### src/rtl/core/nested_tlv_serializer_assert.svh
// Assertion macros shared by the serializer RTL.
// Depends on clk_i and rst_ni being visible in the module that uses them.
`ifndef NESTED_TLV_SERIALIZER_ASSERT_SVH
`define NESTED_TLV_SERIALIZER_ASSERT_SVH
`ifndef SYNTH
// Check outside reset.
`define NTS_ASSERT(name, prop) \
  name: assert property (@(posedge clk_i) disable iff (!rst_ni) prop) \
    else $error("nested_tlv_serializer: assertion failed");
// Check at every edge, reset included.
`define NTS_ASSERT_NR(name, prop) \
  name: assert property (@(posedge clk_i) prop) \
    else $error("nested_tlv_serializer: assertion failed");
`else
`define NTS_ASSERT(name, prop)
`define NTS_ASSERT_NR(name, prop)
`endif
`endif

### src/rtl/core/nts_pkg.sv
// Shared types and constants of the nested TLV serializer.
// No dependencies.
package nts_pkg;

  localparam int ID_W       = 16;
  localparam int LEN_W      = 16;
  localparam int BYTE_W     = 8;
  localparam int OUT_ADDR_W = 16;
  localparam int CFG_W      = 16;
  localparam int MODE_W     = 3;

  typedef enum logic [MODE_W-1:0] {
    MODE_SIMPLE = 3'd0,
    MODE_DATA   = 3'd1,
    MODE_OPEN   = 3'd2,
    MODE_CLOSE  = 3'd3,
    MODE_RESET  = 3'd4
  } mode_e;

  typedef enum logic [1:0] {
    ST_OK       = 2'd0,
    ST_FULL     = 2'd1,
    ST_EMPTY    = 2'd2,
    ST_BAD_DATA = 2'd3
  } status_e;

  // One job for the back end: a single word or a whole header.
  typedef struct packed {
    logic              hdr;
    logic [BYTE_W-1:0] data;
    logic              wen;
    status_e           status;
    logic [ID_W-1:0]   tag;
    logic [LEN_W-1:0]  len;
  } job_t;

endpackage

### src/rtl/core/nts_front.sv
// Front end: accepts commands, keeps nesting stack and write offset, emits jobs.
// Depends on nts_pkg and nested_tlv_serializer_assert.svh.
`include "nested_tlv_serializer_assert.svh"

module nts_front import nts_pkg::*; #(
  parameter int NEST_DEPTH   = 8,
  parameter int HEADER_BYTES = 4,
  parameter int ADDR_BITS    = 16
) (
  input  logic                 clk_i,
  input  logic                 rst_ni,
  input  logic                 in_valid_i,
  output logic                 in_ready_o,
  input  logic [MODE_W-1:0]    mode_i,
  input  logic [ID_W-1:0]      item_id_i,
  input  logic [LEN_W-1:0]     item_len_i,
  input  logic [BYTE_W-1:0]    data_byte_i,
  input  logic [CFG_W-1:0]     start_offset_i,
  input  logic                 q_full_i,
  output logic                 q_push_o,
  output job_t                 job_o,
  output logic [ADDR_BITS-1:0] job_addr_o
);

  localparam int IDX_W = (NEST_DEPTH > 1) ? $clog2(NEST_DEPTH) : 1;
  localparam int LVL_W = $clog2(NEST_DEPTH + 1);
  localparam logic [ADDR_BITS-1:0] HB_A = ADDR_BITS'(HEADER_BYTES);
  localparam logic [LEN_W-1:0]     HB_L = LEN_W'(HEADER_BYTES);

  typedef struct packed {
    logic [ID_W-1:0]      tag;
    logic [LEN_W-1:0]     len;
    logic [ADDR_BITS-1:0] hdr_ofs;
  } ctx_t;

  logic [LVL_W-1:0]     level_q, level_d;
  logic [ADDR_BITS-1:0] offset_q, offset_d;
  logic [LEN_W-1:0]     remain_q, remain_d;
  ctx_t                 top_q, top_d;
  ctx_t                 below_q, below_d;
  ctx_t                 rd_q;
  ctx_t                 mem_q [NEST_DEPTH];
  logic                 mem_we;
  logic [IDX_W-1:0]     mem_widx;
  logic [IDX_W-1:0]     rd_idx;
  logic [31:0]          start_ext;
  logic                 fire;

  assign in_ready_o = !q_full_i;
  assign fire       = in_valid_i && in_ready_o;
  assign q_push_o   = fire;
  assign start_ext  = {16'd0, start_offset_i};

  // The stack top and the entry below it live in registers; deeper entries sit
  // in the memory, whose registered read always tracks the entry below "below".
  always_comb begin
    level_d    = level_q;
    offset_d   = offset_q;
    remain_d   = remain_q;
    top_d      = top_q;
    below_d    = below_q;
    mem_we     = 1'b0;
    mem_widx   = (level_q != '0) ? IDX_W'(32'(level_q) - 32'd1) : '0;
    job_o      = '{hdr: 1'b0, data: '0, wen: 1'b0, status: ST_OK, tag: '0, len: '0};
    job_addr_o = '0;
    if (fire) begin
      case (mode_e'(mode_i))
        MODE_SIMPLE: begin
          job_o.hdr  = 1'b1;
          job_o.tag  = item_id_i;
          job_o.len  = item_len_i;
          job_addr_o = offset_q;
          offset_d   = offset_q + HB_A;
          remain_d   = item_len_i;
          if (level_q != '0) begin
            top_d.len = top_q.len + item_len_i + HB_L;
          end
        end
        MODE_DATA: begin
          if (remain_q == '0) begin
            job_o.status = ST_BAD_DATA;
          end else begin
            job_o.wen  = 1'b1;
            job_o.data = data_byte_i;
            job_addr_o = offset_q;
            offset_d   = offset_q + ADDR_BITS'(1);
            remain_d   = remain_q - LEN_W'(1);
          end
        end
        MODE_OPEN: begin
          if (32'(level_q) >= NEST_DEPTH) begin
            job_o.status = ST_FULL;
          end else begin
            mem_we   = (level_q != '0);
            below_d  = top_q;
            top_d    = '{tag: item_id_i, len: '0, hdr_ofs: offset_q};
            level_d  = level_q + LVL_W'(1);
            offset_d = offset_q + HB_A;
          end
        end
        MODE_CLOSE: begin
          if (level_q == '0) begin
            job_o.status = ST_EMPTY;
          end else begin
            level_d = level_q - LVL_W'(1);
            top_d   = below_q;
            below_d = rd_q;
            if (top_q.len == '0) begin
              // empty composite: take back the reserved header space
              offset_d = offset_q - HB_A;
            end else begin
              job_o.hdr  = 1'b1;
              job_o.tag  = top_q.tag;
              job_o.len  = top_q.len;
              job_addr_o = top_q.hdr_ofs;
              if (level_d != '0) begin
                top_d.len = below_q.len + top_q.len + HB_L;
              end
            end
          end
        end
        MODE_RESET: begin
          level_d  = '0;
          remain_d = '0;
          offset_d = start_ext[ADDR_BITS-1:0];
        end
        default: ;
      endcase
    end
    rd_idx = (32'(level_d) >= 32'd3) ? IDX_W'(32'(level_d) - 32'd3) : '0;
  end

  always_ff @(posedge clk_i or negedge rst_ni) begin
    if (!rst_ni) begin
      level_q  <= '0;
      offset_q <= '0;
      remain_q <= '0;
    end else begin
      level_q  <= level_d;
      offset_q <= offset_d;
      remain_q <= remain_d;
    end
  end

  always_ff @(posedge clk_i) begin
    top_q   <= top_d;
    below_q <= below_d;
    rd_q    <= mem_q[rd_idx];
    if (mem_we) begin
      mem_q[mem_widx] <= top_q;
    end
  end

  `NTS_ASSERT(a_underflow_hold, fire && mode_i == MODE_CLOSE && level_q == '0 |=> level_q == '0)
  `NTS_ASSERT(a_stray_byte_hold, fire && mode_i == MODE_DATA && remain_q == '0 |=> $stable(offset_q))
  `NTS_ASSERT(a_level_bound, 32'(level_q) <= NEST_DEPTH)

endmodule

### src/rtl/core/nts_fifo.sv
// Small job queue between front and back end.
// No package dependency.
module nts_fifo #(
  parameter int WIDTH = 8,
  parameter int DEPTH = 4
) (
  input  logic             clk_i,
  input  logic             rst_ni,
  input  logic             push_i,
  input  logic [WIDTH-1:0] wdata_i,
  input  logic             pop_i,
  output logic [WIDTH-1:0] rdata_o,
  output logic             full_o,
  output logic             empty_o
);

  localparam int PW = (DEPTH > 1) ? $clog2(DEPTH) : 1;
  localparam int CW = $clog2(DEPTH + 1);

  logic [WIDTH-1:0] mem_q [DEPTH];
  logic [PW-1:0]    wr_ptr_q, wr_ptr_d;
  logic [PW-1:0]    rd_ptr_q, rd_ptr_d;
  logic [CW-1:0]    count_q, count_d;

  assign full_o  = (32'(count_q) == DEPTH);
  assign empty_o = (count_q == '0);
  assign rdata_o = mem_q[rd_ptr_q];

  always_comb begin
    wr_ptr_d = wr_ptr_q;
    rd_ptr_d = rd_ptr_q;
    count_d  = count_q;
    if (push_i) begin
      wr_ptr_d = (32'(wr_ptr_q) == DEPTH - 1) ? '0 : wr_ptr_q + PW'(1);
    end
    if (pop_i) begin
      rd_ptr_d = (32'(rd_ptr_q) == DEPTH - 1) ? '0 : rd_ptr_q + PW'(1);
    end
    if (push_i && !pop_i) begin
      count_d = count_q + CW'(1);
    end else if (pop_i && !push_i) begin
      count_d = count_q - CW'(1);
    end
  end

  always_ff @(posedge clk_i or negedge rst_ni) begin
    if (!rst_ni) begin
      wr_ptr_q <= '0;
      rd_ptr_q <= '0;
      count_q  <= '0;
    end else begin
      wr_ptr_q <= wr_ptr_d;
      rd_ptr_q <= rd_ptr_d;
      count_q  <= count_d;
    end
  end

  always_ff @(posedge clk_i) begin
    if (push_i) begin
      mem_q[wr_ptr_q] <= wdata_i;
    end
  end

endmodule

### src/rtl/core/nts_back.sv
// Back end: expands queued jobs into memory write words in an output register.
// Depends on nts_pkg and nested_tlv_serializer_assert.svh.
`include "nested_tlv_serializer_assert.svh"

module nts_back import nts_pkg::*; #(
  parameter int HEADER_BYTES = 4,
  parameter int ADDR_BITS    = 16
) (
  input  logic                  clk_i,
  input  logic                  rst_ni,
  input  job_t                  head_job_i,
  input  logic [ADDR_BITS-1:0]  head_addr_i,
  input  logic                  q_empty_i,
  output logic                  q_pop_o,
  output logic                  out_valid_o,
  input  logic                  out_ready_i,
  output logic [OUT_ADDR_W-1:0] write_addr_o,
  output logic [BYTE_W-1:0]     write_data_o,
  output logic                  write_en_o,
  output logic [1:0]            status_o,
  output logic                  last_o
);

  localparam int KW        = $clog2(HEADER_BYTES);
  localparam int TAG_BYTES = HEADER_BYTES / 2;

  logic                 out_valid_q;
  logic [KW-1:0]        k_q;
  logic [OUT_ADDR_W-1:0] addr_q;
  logic [BYTE_W-1:0]    data_q;
  logic                 wen_q;
  status_e              status_q;
  logic                 last_q;

  logic                 load;
  logic [KW-1:0]        k_last;
  logic                 is_last;
  logic [KW-1:0]        sub_idx;
  logic [15:0]          src;
  logic [BYTE_W-1:0]    hdr_byte;
  logic [ADDR_BITS-1:0] res_addr;
  logic [31:0]          addr_ext;
  logic [BYTE_W-1:0]    res_data;
  logic                 res_wen;
  status_e              res_status;

  always_comb begin
    load    = !q_empty_i && (!out_valid_q || out_ready_i);
    k_last  = head_job_i.hdr ? KW'(HEADER_BYTES - 1) : '0;
    is_last = (k_q == k_last);
    q_pop_o = load && is_last;

    // header: tag bytes first, then length bytes, little-endian, zero above bit 15
    if (32'(k_q) < TAG_BYTES) begin
      src     = head_job_i.tag;
      sub_idx = k_q;
    end else begin
      src     = head_job_i.len;
      sub_idx = k_q - KW'(TAG_BYTES);
    end
    if (sub_idx == '0) begin
      hdr_byte = src[7:0];
    end else if (sub_idx == KW'(1)) begin
      hdr_byte = src[15:8];
    end else begin
      hdr_byte = '0;
    end

    if (head_job_i.hdr) begin
      res_addr   = head_addr_i + ADDR_BITS'(k_q);
      res_data   = hdr_byte;
      res_wen    = 1'b1;
      res_status = ST_OK;
    end else begin
      res_addr   = head_addr_i;
      res_data   = head_job_i.data;
      res_wen    = head_job_i.wen;
      res_status = head_job_i.status;
    end
    addr_ext                  = '0;
    addr_ext[ADDR_BITS-1:0]   = res_addr;
  end

  always_ff @(posedge clk_i or negedge rst_ni) begin
    if (!rst_ni) begin
      out_valid_q <= 1'b0;
      k_q         <= '0;
    end else if (load) begin
      out_valid_q <= 1'b1;
      k_q         <= is_last ? '0 : k_q + KW'(1);
    end else if (out_ready_i) begin
      out_valid_q <= 1'b0;
    end
  end

  always_ff @(posedge clk_i) begin
    if (load) begin
      addr_q   <= addr_ext[OUT_ADDR_W-1:0];
      data_q   <= res_data;
      wen_q    <= res_wen;
      status_q <= res_status;
      last_q   <= is_last;
    end
  end

  assign out_valid_o  = out_valid_q;
  assign write_addr_o = addr_q;
  assign write_data_o = data_q;
  assign write_en_o   = wen_q;
  assign status_o     = status_q;
  assign last_o       = last_q;

  `NTS_ASSERT(a_mid_header, k_q != '0 |-> !q_empty_i && head_job_i.hdr)
  `NTS_ASSERT(a_last_pending, out_valid_q && !last_q |-> k_q != '0)
  `NTS_ASSERT_NR(a_reset_idle, !rst_ni |=> !out_valid_q)

endmodule

### src/rtl/core/nested_tlv_serializer.sv
// Top level of the nested TLV serializer: config register, front, queue, back.
// Depends on nts_pkg, nts_front, nts_fifo and nts_back.
//
//   channel  dir  handshake                  word
//   in       in   in_valid_i / in_ready_o    mode, item_id, item_len, data_byte
//   out      out  out_valid_o / out_ready_i  write_addr, write_data, write_en, status, last
//   cfg      in   cfg_valid_i / cfg_ready_o  cfg_data_i (start_offset)
//
// A command word is taken in any cycle the job queue has room, and its stack and
// offset update completes in that cycle; in_ready_o drops only while the queue is full.
// The back end sends one write word per cycle while the queue is not empty and out_ready_i
// allows: one for most commands, HEADER_BYTES for a header, so header bursts set the sustained rate.
// A command's job passes through the job queue and the output register before its first write word is offered.
// Reset clears level, offset, queue, output valid flag and start_offset; cfg is always ready.
module nested_tlv_serializer import nts_pkg::*; #(
  parameter int NEST_DEPTH   = 8,
  parameter int HEADER_BYTES = 4,
  parameter int ADDR_BITS    = 16,
  parameter int QUEUE_DEPTH  = 4
) (
  input  logic                  clk_i,
  input  logic                  rst_ni,
  // command words
  input  logic                  in_valid_i,
  output logic                  in_ready_o,
  input  logic [MODE_W-1:0]     mode_i,
  input  logic [ID_W-1:0]       item_id_i,
  input  logic [LEN_W-1:0]      item_len_i,
  input  logic [BYTE_W-1:0]     data_byte_i,
  // write words
  output logic                  out_valid_o,
  input  logic                  out_ready_i,
  output logic [OUT_ADDR_W-1:0] write_addr_o,
  output logic [BYTE_W-1:0]     write_data_o,
  output logic                  write_en_o,
  output logic [1:0]            status_o,
  output logic                  last_o,
  // start offset register
  input  logic                  cfg_valid_i,
  output logic                  cfg_ready_o,
  input  logic [CFG_W-1:0]      cfg_data_i
);

  localparam int Q_W = $bits(job_t) + ADDR_BITS;

  logic [CFG_W-1:0]     start_offset_q;
  logic                 q_push;
  logic                 q_pop;
  logic                 q_full;
  logic                 q_empty;
  job_t                 front_job;
  logic [ADDR_BITS-1:0] front_addr;
  logic [Q_W-1:0]       q_rdata;
  job_t                 head_job;
  logic [ADDR_BITS-1:0] head_addr;

  // Write only while idle, so the register never changes under a command; the block itself does not enforce this.
  assign cfg_ready_o = 1'b1;

  always_ff @(posedge clk_i or negedge rst_ni) begin
    if (!rst_ni) begin
      start_offset_q <= '0;
    end else if (cfg_valid_i && cfg_ready_o) begin
      start_offset_q <= cfg_data_i;
    end
  end

  nts_front #(
    .NEST_DEPTH  (NEST_DEPTH),
    .HEADER_BYTES(HEADER_BYTES),
    .ADDR_BITS   (ADDR_BITS)
  ) u_front (
    .clk_i         (clk_i),
    .rst_ni        (rst_ni),
    .in_valid_i    (in_valid_i),
    .in_ready_o    (in_ready_o),
    .mode_i        (mode_i),
    .item_id_i     (item_id_i),
    .item_len_i    (item_len_i),
    .data_byte_i   (data_byte_i),
    .start_offset_i(start_offset_q),
    .q_full_i      (q_full),
    .q_push_o      (q_push),
    .job_o         (front_job),
    .job_addr_o    (front_addr)
  );

  // Absorb header bursts so the front end keeps taking data bytes.
  nts_fifo #(
    .WIDTH(Q_W),
    .DEPTH(QUEUE_DEPTH)
  ) u_queue (
    .clk_i  (clk_i),
    .rst_ni (rst_ni),
    .push_i (q_push),
    .wdata_i({front_job, front_addr}),
    .pop_i  (q_pop),
    .rdata_o(q_rdata),
    .full_o (q_full),
    .empty_o(q_empty)
  );

  assign head_job  = job_t'(q_rdata[Q_W-1:ADDR_BITS]);
  assign head_addr = q_rdata[ADDR_BITS-1:0];

  nts_back #(
    .HEADER_BYTES(HEADER_BYTES),
    .ADDR_BITS   (ADDR_BITS)
  ) u_back (
    .clk_i       (clk_i),
    .rst_ni      (rst_ni),
    .head_job_i  (head_job),
    .head_addr_i (head_addr),
    .q_empty_i   (q_empty),
    .q_pop_o     (q_pop),
    .out_valid_o (out_valid_o),
    .out_ready_i (out_ready_i),
    .write_addr_o(write_addr_o),
    .write_data_o(write_data_o),
    .write_en_o  (write_en_o),
    .status_o    (status_o),
    .last_o      (last_o)
  );

endmodule
### config.mk
export PLATFORM = sky130hd
export DESIGN_NAME = nested_tlv_serializer
export DESIGN_NICKNAME = d
export VERILOG_FILES = /design/src/rtl/core/nts_pkg.sv /design/src/rtl/core/nts_front.sv /design/src/rtl/core/nts_fifo.sv /design/src/rtl/core/nts_back.sv /design/src/rtl/core/nested_tlv_serializer.sv
export VERILOG_INCLUDE_DIRS = /design/src /design/src/rtl/core
export SDC_FILE = /design/constraint.sdc
export NUM_CORES = 1
export LEC_CHECK = 0
export BUFFER_PORTS_ARGS = -buffer_cell sky130_fd_sc_hd__buf_4
export CAP_MARGIN = 30
export CELL_PAD_IN_SITES_DETAIL_PLACEMENT = 1
export CELL_PAD_IN_SITES_GLOBAL_PLACEMENT = 2
export CORE_ASPECT_RATIO = 1.2
export CORE_MARGIN = 3
export CORE_UTILIZATION = 41
export CTS_CLUSTER_DIAMETER = 60
export DETAILED_ROUTE_END_ITERATION = 7
export PLACE_DENSITY_LB_ADDON = 0.12
export SLEW_MARGIN = 30
export SYNTH_ARGS = -nofsm -noshare
export SYNTH_HDL_FRONTEND = slang
export SYNTH_SLANG_ARGS = --single-unit
### constraint.sdc
create_clock -name clk_i -period 6.8 [get_ports clk_i]
set_clock_uncertainty 0.1 [all_clocks]
set_input_delay 1.02 -clock clk_i [delete_from_list [all_inputs] [get_ports clk_i]]
set_output_delay 1.02 -clock clk_i [all_outputs]
set_load 0.02 [all_outputs]
Word-level counts from Yosys, hierarchy flattened
Memory sizes are Yosys's and may differ from the RTL's. A register that Yosys moved wholly into a read port is not among the register bits.
Index checks and enable logic that the tools add are counted.
- add/sub/neg operators: 19
- multipliers: 0
- divide/modulo/power cells: 0
- magnitude comparators: 3
- eq/ne operators: 14
- shift-type cells: 0
- muxes and demuxes: 63
- bitwise logic cells: 0
- reduce and logical (&&, ||, !) cells: 29
- operators with widths (cell ; number):
    16-bit 2-to-1 mux ; 14
    48-bit 2-to-1 mux ; 4
    16-bit case mux with 3 select lines ; 3
    48-bit case mux with 2 select lines ; 1
    16-bit case mux with 5 select lines ; 1
    32-bit 2-to-1 mux ; 2
    16-bit case mux with 2 select lines ; 2
    32-bit case mux with 2 select lines ; 1
    16-bit by 3-bit adder with 16-bit output (second input constant) ; 3
    44-bit 2-to-1 mux ; 1
    16-bit adder ; 2
    16-bit logical NOT ; 2
    8-bit 2-to-1 mux ; 3
    9-bit 2-to-1 mux ; 2
    16-bit by 1-bit adder with 16-bit output (second input constant) ; 1
    16-bit by 2-bit adder with 16-bit output ; 1
    16-bit by 1-bit subtractor with 16-bit output (second input constant) ; 1
    16-bit by 3-bit subtractor with 16-bit output (second input constant) ; 1
    2-bit 2-to-1 mux ; 7
    1-bit 2-to-1 mux ; 12
    3-bit 2-to-1 mux ; 4
    4-bit 2-to-1 mux ; 3
    4-bit case mux with 3 select lines ; 1
    4-bit nonzero test ; 2
    other kinds (33) ; 54
- flip-flop bits (word level): 186
- latch bits: 0
- RAM bits: 624
- memory bits (read-only): 0
- input bits: 64
- logic and storage cells: 150
- memories: 2
- memory list (memory ; words ; width ; rd ports ; clocked after Yosys merged registers in ; write ports ; RTL line ; source):
    u_front.mem_q ; 8 ; 48 ; 1 ; 1 ; 1 ; nts_front.sv:42 ; ctx_t mem_q [NEST_DEPTH];
    u_queue.mem_q ; 4 ; 60 ; 1 ; 0 ; 1 ; nts_fifo.sv:20 ; logic [WIDTH-1:0] mem_q [DEPTH];

Depth between registers and ports, before layout
Gate-level depths: netlist of the first run.
- depth after elaboration: 7
- depth in mapped cells: 22
- depth with buffers taken out: 16

By module
From an unflattened synthesis of the first run, not the netlist that was laid out.
- cell total of the unflattened synthesis: 2276
- area total of the unflattened synthesis: 36596.3 µm²
- modules (own cells, without submodules) (module ; instances ; cells each ; area each (µm²) ; seq. area each (µm²)):
    nts_front ; 1 ; 1774 ; 25145.4 ; 16275.6
    nts_fifo ; 1 ; 351 ; 9142.5 ; 7382.1
    nts_back ; 1 ; 115 ; 1647.8 ; 915.9
    nested_tlv_serializer ; 1 ; 36 ; 660.6 ; 400.4

Worst setup path before layout of the first run
No wires, ideal clock.
- path kind: input to register
- start: input port mode_i[0]
- end: memory u_front.mem_q[2][0] (netlist name), enable pin
- setup time: 572 ps
- arrival: 6545 ps
- required time: 6128 ps
- setup slack: -418 ps
- stages on the path: 6
- path through: buf_2 buf_2 or2_2 nor3_1 nand2b_1 nor4_1
- cells in the longest elaborated chain, start to end: 5
- RTL lines (element ; RTL line ; source):
    from (decl) ; nested_tlv_serializer.sv:26 ; input logic [MODE_W-1:0] mode_i,
    3-bit by 2-bit equality test with 1-bit output ; nts_front.sv:67 ; case (mode_e'(mode_i))
    1-bit 2-to-1 mux ; nts_front.sv:67 ;
    1-bit 2-to-1 mux ; nts_front.sv:66 ; if (fire) begin
    1-bit 2-to-1 mux ; nts_front.sv:149 ; if (mem_we) begin
    1-bit 2-to-1 mux (not written as such) ; nts_front.sv:150 ; mem_q[mem_widx] <= top_q;
    to (decl) ; nts_front.sv:42 ;
No other way between the ends.

Worst setup path in the final report of the first run
- start: register u_front.level_q[0]
- end: register, netlist name u_front.rd_q[12]
- cells in the longest elaborated chain, start to end: 6
- RTL lines (element ; RTL line ; source):
    from (decl) ; nts_front.sv:36 ; logic [LVL_W-1:0] level_q, level_d;
    from (signal assigned) ; nts_front.sv:139 ; level_q <= level_d;
    4-bit by 1-bit subtractor with 4-bit output (tied with other cells) ; nts_front.sv:105 ; level_d = level_q - LVL_W'(1);
    4-bit 2-to-1 mux (on tied branches) ; nts_front.sv:102, nts_front.sv:91 ;
    4-bit case mux with 3 select lines ; nts_front.sv:67 ;
    4-bit 2-to-1 mux (*) ; nts_front.sv:66 ;
    named net u_front.level_d[0] ; nts_front.sv:36 ;
    4-bit by 2-bit >= comparator with 1-bit output or 3-bit by 2-bit subtractor with 3-bit output (tied branches) ; nts_front.sv:130 ; rd_idx = (32'(level_d) >= 32'd3) ? IDX_W'(32'(level_d) - 32'd3) : '0;
    3-bit 2-to-1 mux (*) ; nts_front.sv:130 ;
The timed path passes the listed nets; every way through them passes the cells marked *.
A chain may end at the register's enable or synchronous reset.

==> flow_metrics.tcl, run 1 <==
set metrics [dict create \
    synth_edf_count 748 \
    synthArstFlopShare_pct 7.23 \
    firstDrtPassIters 7 \
    diodes 0 \
    fill_cells 8810 \
    worstPathRequired_ns 7.23 \
    worst_ir_drop_vdd_v 0.000231 \
    avgSynthCellArea_um2 14.1 \
    numCtsBuffers 90 \
    post_cts_buffers 0 \
    port_buffers 93 \
    h-tree-depth 3 \
    period_minus_slack_ns 5.04 \
    hold_viol_final 0 \
    critPathMaxFanout 49 \
    tns_ns 0 \
    die_x_um 280 \
    nNetsFinal 2855 \
    finalPower_w 0.0171 \
    synth_cells 2620 \
    drt-wirelength-per-cell_um 26.8 \
    synth_cell_types 87 \
    postLayoutCoreUtil_pct 47.2 \
    p_per_area_mw_per_mm2 409 \
    crit_path_end_kind "flip-flop" \
    first_iter_violations 1712 \
    gpl.final_weighted_congestion 0.831 \
    regToRegStartpoint "u_front.level_q[0]$_DFF_PN0_" \
    root_buffer "clkbuf_16" \
    wirelength_um 105000 \
    cts.clk_slew.worst_paths_ns 0.06 \
    cts_resized 0 \
    outcome "complete, no violations" \
    rsz0062_at_grt "no" \
    drive_above_1_share_pct 16.0 \
    grt_pass1_vias 24915 \
    startpoint_type "flip-flop" \
    hp-class "input pin to asynchronous set/reset pin" \
    initial_core_util_pct 41.7 \
    fin_crit_sh_pct 74.1 \
    hold_buffers 0 \
    synthToLayoutAreaGrowth_pct 13.3 \
    core_region_area_mm2 0.0884 \
    finalMaxSlewViolations 0 \
    dieArea_mm2 0.0935 \
    die_h_um 334 \
    ys_ff_latch 858 \
    io_pins 95 \
    dp_hpwl_um 67000 \
    ys_warn_count 0 \
    crit_arrival_ns 5.47 \
    drc 0 \
    p_leak_nw 14.4 \
    cts_tree "yes" \
    antenna_left 0 \
    grt_usage_pct 22.6 \
    multiInputGateArea_mm2 0.0111 \
    syn_nets 2775 \
    vias 22713 \
    grt_max_degree 63 \
    grt_overflow_total 0 \
    regArea_mm2 0.0250 \
    drv_cap 0 \
    routed_via_density 5.79 \
    clk_path_buf_depth 3 \
    clk_latency_ns 0.65 \
    grt_pass1_wl_um 159000 \
    clock_sinks 858 \
    antenna_found_initial 1 \
    worstMarginPinSlew_ns 0.986 \
    slew_headroom_pct 34.3 \
    crit_start "u_front.level_q[0]$_DFF_PN0_" \
    setup_viol 0 \
    synth_area_mm2 0.0369 \
    fmax_mhz 199 \
    synth_ff_type "edfxtp_1" \
    worstSetupPathType "flip-flop to flip-flop" \
    rows 119 \
    yosysSeqAreaShare_pct 67.8 \
]
area by class of cell:
type                            instances  share of cell area [%]
Sequential cell                       858                    59.8
Clock buffer                          114                    5.74
Multi-Input combinational cell       1562                    26.7
Tap cell                             1149                    3.44
Clock inverter                         53                    1.04
Inverter                               45                   0.414
Timing Repair Buffer                  143                    2.82
synth_stat cells (28+ instances only):
cell type	instances	area share [%]
buf_2	44	0.60
nor2_1	131	1.3
clkbuf_1	78	0.79
o22ai_1	58	0.98
ha_1	86	2.9
o21a_1	51	1.0
xor2_1	31	0.74
nor3_1	81	1.1
dfrtp_1	62	4.2
a311oi_1	28	0.67
o22a_1	96	2.3
nand2_1	390	4.0
a22oi_1	54	1.1
mux4_2	64	3.9
xnor2_1	32	0.76
edfxtp_1	748	61
a21oi_1	118	1.6
o21ai_0	79	1.1
inv_1	42	0.43
dfxtp_1	48	2.6
cells in the final DEF, fill, tap and decap left out, types with 7 or more instances in the layout:
cell,n
a21o_1,11
clkinv_1,11
buf_4,134
or3_1,7
a22oi_1,54
nand2b_1,12
a21oi_1,116
a311oi_2,20
clkbuf_16,92
mux2i_1,12
nor3_1,77
xnor2_1,32
dfxtp_1,48
edfxtp_1,748
xor2_1,31
a211oi_1,8
clkinvlp_4,9
o21ai_0,78
nor2b_1,8
nand2_1,388
nand3_1,20
clkbuf_1,21
a311oi_1,28
ha_1,86
o21a_1,50
inv_1,41
nor2_1,125
and2_1,11
nand4_1,8
mux2_2,24
o22ai_1,57
mux4_2,64
o22a_1,96
nor4_1,7
a221oi_1,8
dfrtp_1,60
clkinv_2,21
kinds of logic (layout without fill, tap and decap cells):
group | count (synthesis) | count (layout) | synth area share, %
xor gates and xnor gates | 63 | 63 | 1.50
buffers and inverters | 200 | 355 | 2.49
adders and majority gates | 91 | 91 | 3.19
other | 1 | 1 | 0.0102
AOI/OAI and AO/OA | 589 | 589 | 11.6
muxes | 100 | 100 | 4.97
and+or+nand+nor | 718 | 718 | 8.52
DFF | 858 | 858 | 67.8
metal layers:
layer / part of all wire (%) / GRT usage, % / vias to the layer above
met5: 0 / 0 / -
met4: 2.8 / 7.14 / 0
met3: 3.9 / 3.10 / 156
met2: 52 / 40.6 / 467
met1: 41 / 28.1 / 11915
li1: - / - / 10175
flip-flops by register name, indices dropped and copies added (netlist names):
register             flops
u_front.mem_q          384
u_queue.mem_q          240
u_front.below_q         48
u_front.rd_q            48
u_front.top_q           48
start_offset_q          16
u_back.write_addr_o     16
u_front.offset_q        16
u_front.remain_q        16
u_back.write_data_o      8
u_front.level_q          4
u_queue.count_q          3
u_back.k_q               2
u_back.status_o          2
u_queue.rd_ptr_q         2
u_queue.wr_ptr_q         2
u_back.last_o            1
u_back.out_valid_o       1
u_back.write_en_o        1
path summary, 6_finish.rpt:
kind | endpoint | slack (ns) | cells past startpoint
setup / recovery | u_front.rd_q[12]$_DFF_P_ | 1.76 | 17
hold / removal | u_queue.rd_ptr_q[0]$_DFFE_PN0P_ | 0.27 | 1
setup reg to reg | u_front.rd_q[12]$_DFF_P_ | 1.76 | 17
hold reg to reg | u_queue.count_q[2]$_DFFE_PN0P_ | 0.39 | 1
max in group asynchronous | u_queue.rd_ptr_q[0]$_DFFE_PN0P_ | 5.85 | 1
min in group clk_i | u_queue.count_q[2]$_DFFE_PN0P_ | 0.39 | 1
where the power goes:
part / internal, W / switching (W) / leakage (nW)
registers: 0.00664 / 0.000595 / 8.05
logic: 0.00200 / 0.00307 / 5.02
clock network: 0.00266 / 0.00209 / 1.37
worst max-delay path, cell delays in order, from the launching register on:
cell and delay [ns]:
dfrtp_1 0.46, inv_1 0.15, ha_1 0.21, and2_1 0.42
inv_1 0.19, ha_1 0.31, inv_1 0.04, a21oi_1 0.20
o21a_4 0.15, inv_1 0.05, ha_1 0.21, inv_1 0.10
o211ai_4 0.13, nand2b_4 0.49, nand2_2 0.83, buf_4 0.44
nand2_1 0.10, a311oi_1 0.29
through the flow:
step	cell area (µm²)	setup WS [ns]	hold slack (ns)	instances
detailed placement	38900	1.43	0.383	3756
global route	41700	1.38	0.303	3924
CTS	41700	1.79	0.391	3923
floorplan	36900	0.646	0.355	2620
finish	41700	1.76	0.272	3924
global placement	38800	1.56	0.371	3753
No activity file was read; power rests on OpenSTA's default activity.
==> run 2: changes to the inputs <==
--- a/config.mk
+++ b/config.mk
@@ -12,7 +12,7 @@
 export CELL_PAD_IN_SITES_GLOBAL_PLACEMENT = 2
 export CORE_ASPECT_RATIO = 1.2
 export CORE_MARGIN = 3
-export CORE_UTILIZATION = 41
+export CORE_UTILIZATION = 45
 export CTS_CLUSTER_DIAMETER = 60
 export DETAILED_ROUTE_END_ITERATION = 7
 export PLACE_DENSITY_LB_ADDON = 0.12
==> constraint.sdc (replaced) <==
create_clock -name clk_i -period 5.1 [get_ports clk_i]
set_clock_uncertainty 0.1 [all_clocks]
set_input_delay 0.765 -clock clk_i [delete_from_list [all_inputs] [get_ports clk_i]]
set_output_delay 0.765 -clock clk_i [all_outputs]
set_load 0.02 [all_outputs]
==> run 2 against run 1 <==
Critical path depth unchanged. Worst hold slack worse by 0.26 ns. Power up 35%. Critical endpoint is now u_front.rd_q[17]$_DFF_P_. Largest power group unchanged.
==> flow_metrics.tcl, run 2 (synthesis results as in run 1) <==
set metrics [dict create \
    initial_core_util_pct 45.6 \
    cts_resized 0 \
    worst_ir_drop_vdd_v 0.000408 \
    slowest_stage "buf_4" \
    dieArea_mm2 0.0854 \
    clock_sinks 858 \
    grt_pass1_wl_um 156000 \
    clk_latency_ns 0.65 \
    antenna_left 0 \
    drt-wirelength-per-cell_um 27.2 \
    final_common_cell "edfxtp_1" \
    fill_cells 7814 \
    hold_viol_final 0 \
    dp_hpwl_um 64700 \
    worstSetupPathType "flip-flop to flip-flop" \
    setup_ws_ns 0.656 \
    p_per_area_mw_per_mm2 551 \
    drv_cap 0 \
    crit_arrival_ns 4.88 \
    grt_overflow_total 0 \
    grt_pass1_vias 24329 \
    core_region_area_mm2 0.0809 \
    crit_chain "inv_1 > ha_1 > and2_1 > inv_1 > nand2_1 > nand2_1 > a21oi_1 > o21ai_0 > o21ai_0 > ha_1 > inv_1 > o211ai_4 > and2b_4 > nor2_4 > buf_4 > nand2_1 > a311oi_1" \
    pre_cts_slack_ns 0.634 \
    firstDrtPassIters 5 \
    worstPathRequired_ns 5.54 \
    biggestRegsByFlops "u_front.mem_q: 384 flops, u_queue.mem_q: 240 flops" \
    first_iter_violations 1893 \
    crit_path_end_kind "flip-flop" \
    tns_ns 0 \
    die_h_um 319 \
    finalPower_w 0.0230 \
    period_minus_slack_ns 4.44 \
    rows 114 \
    mostFrequentLayoutCells "edfxtp_1, nand2_1, buf_4" \
    die_x_um 267 \
    multiInputGateArea_mm2 0.0112 \
    root_buffer "clkbuf_16" \
    p_leak_nw 14.5 \
    gpl.final_weighted_congestion 0.834 \
    cts_tree "yes" \
    routed_via_density 6.00 \
    clk_path_buf_depth 3 \
    numCtsBuffers 87 \
    cts.clk_slew.worst_paths_ns 0.06 \
    largest_reg_flops 384 \
    synthToLayoutAreaGrowth_pct 13.3 \
    wirelength_um 104000 \
    drc 0 \
    fin_crit_sh_pct 87.1 \
    vias 22883 \
    postLayoutCoreUtil_pct 51.6 \
    startpoint_type "flip-flop" \
    diodes 0 \
    h-tree-depth 3 \
    hold_buffers 0 \
    io_pins 95 \
    fmax_mhz 225 \
    grt_usage_pct 24.3 \
    finish.instance_area_mm2 0.0418 \
    antenna_found_initial 0 \
    path_delay_family "simple AND/OR/NAND/NOR gates" \
    hp-class "input pin to asynchronous set/reset pin" \
    rsz0062_at_grt "no" \
    largest_register "u_front.mem_q" \
    drive_above_1_share_pct 16.0 \
    crit_path_max_incr_delay_ns 0.58 \
    path_buf_inv 4 \
    placed_area_mm2 0.0388 \
    grt_max_degree 93 \
    nNetsFinal 2858 \
    slew_headroom_pct 36.0 \
    worstMarginPinSlew_ns 0.960 \
    finalMaxSlewViolations 0 \
    post_cts_buffers 0 \
    port_buffers 93 \
    setup_viol 0 \
    outcome "complete, no violations" \
    regArea_mm2 0.0250 \
    critPathMaxFanout 38 \
]
==> run 2: cell count changes in the layout (fill, tap and decap cells not counted), moves of 3 or more <==
| cell | delta |
|---|---|
| clkbuf_8 | +4 |
| clkinvlp_4 | -3 |
| inv_6 | -3 |
| clkinv_1 | +4 |
| buf_12 | +6 |
| clkinv_2 | -7 |
| nor3_2 | -3 |
| buf_4 | +4 |
| nor3_4 | +3 |
| clkbuf_16 | -3 |
| buf_16 | -3 |
| clkbuf_1 | -6 |
| bufinv_16 | +7 |
==> run 2: path summary, 6_finish.rpt <==
path / start / to / slack, ns / cells after the start
max reg2reg: u_front.level_q[0]$_DFF_PN0_ / u_front.rd_q[17]$_DFF_P_ / 0.66 / 17
max: u_front.level_q[0]$_DFF_PN0_ / u_front.rd_q[17]$_DFF_P_ / 0.66 / 17
min in group clk_i: out_ready_i / u_back.out_valid_o$_DFFE_PN0P_ / 0.21 / 2
max in group asynchronous: rst_ni / u_queue.rd_ptr_q[0]$_DFFE_PN0P_ / 4.41 / 1
min reg2reg: u_front.rd_q[41]$_DFF_P_ / u_front.below_q[41]$_DFFE_PP_ / 0.38 / 2
min: rst_ni / u_back.k_q[0]$_DFFE_PN0P_ / 0.01 / 1
==> run 2: metal layers <==
metal	vias to the layer above	part of all wire, %	GRT usage [%]
li1	10198	-	-
met1	12035	42	31.7
met2	506	52	43.1
met3	144	3.8	2.69
met4	0	2.4	6.97
met5	-	0	0
==> run 2: metrics by stage <==
stage,hold WS (ns),instances
after floorplan,0.355,2620
after global placement,0.374,3657
after detailed placement,0.375,3657
after CTS,0.141,3816
after global routing,0.0497,3817
final,0.0139,3817
==> run 2: power breakdown <==
group / switching (W) / internal (W) / total [W]
clock network: 0.00271 / 0.00383 / 0.00654
registers: 0.000776 / 0.00884 / 0.00962
logic: 0.00413 / 0.00271 / 0.00684
==> run 2: final cells by class <==
type / count / area share (%)
sequential: 858 / 59.8
multi-input combinational: 1562 / 26.7
clock buffer: 109 / 5.63
tap: 1044 / 3.13
timing repair buffer: 149 / 2.95
clock inverter: 50 / 1.34
inverter: 45 / 0.413
==> run 2: worst register-to-register path: stages, from the launching register on <==
cell	delay (ns)
dfrtp_1	0.44
inv_1	0.16
ha_1	0.20
and2_1	0.38
inv_1	0.16
nand2_1	0.20
nand2_1	0.10
a21oi_1	0.15
o21ai_0	0.08
o21ai_0	0.14
ha_1	0.26
inv_1	0.09
o211ai_4	0.14
and2b_4	0.40
nor2_4	0.30
buf_4	0.58
nand2_1	0.14
a311oi_1	0.34
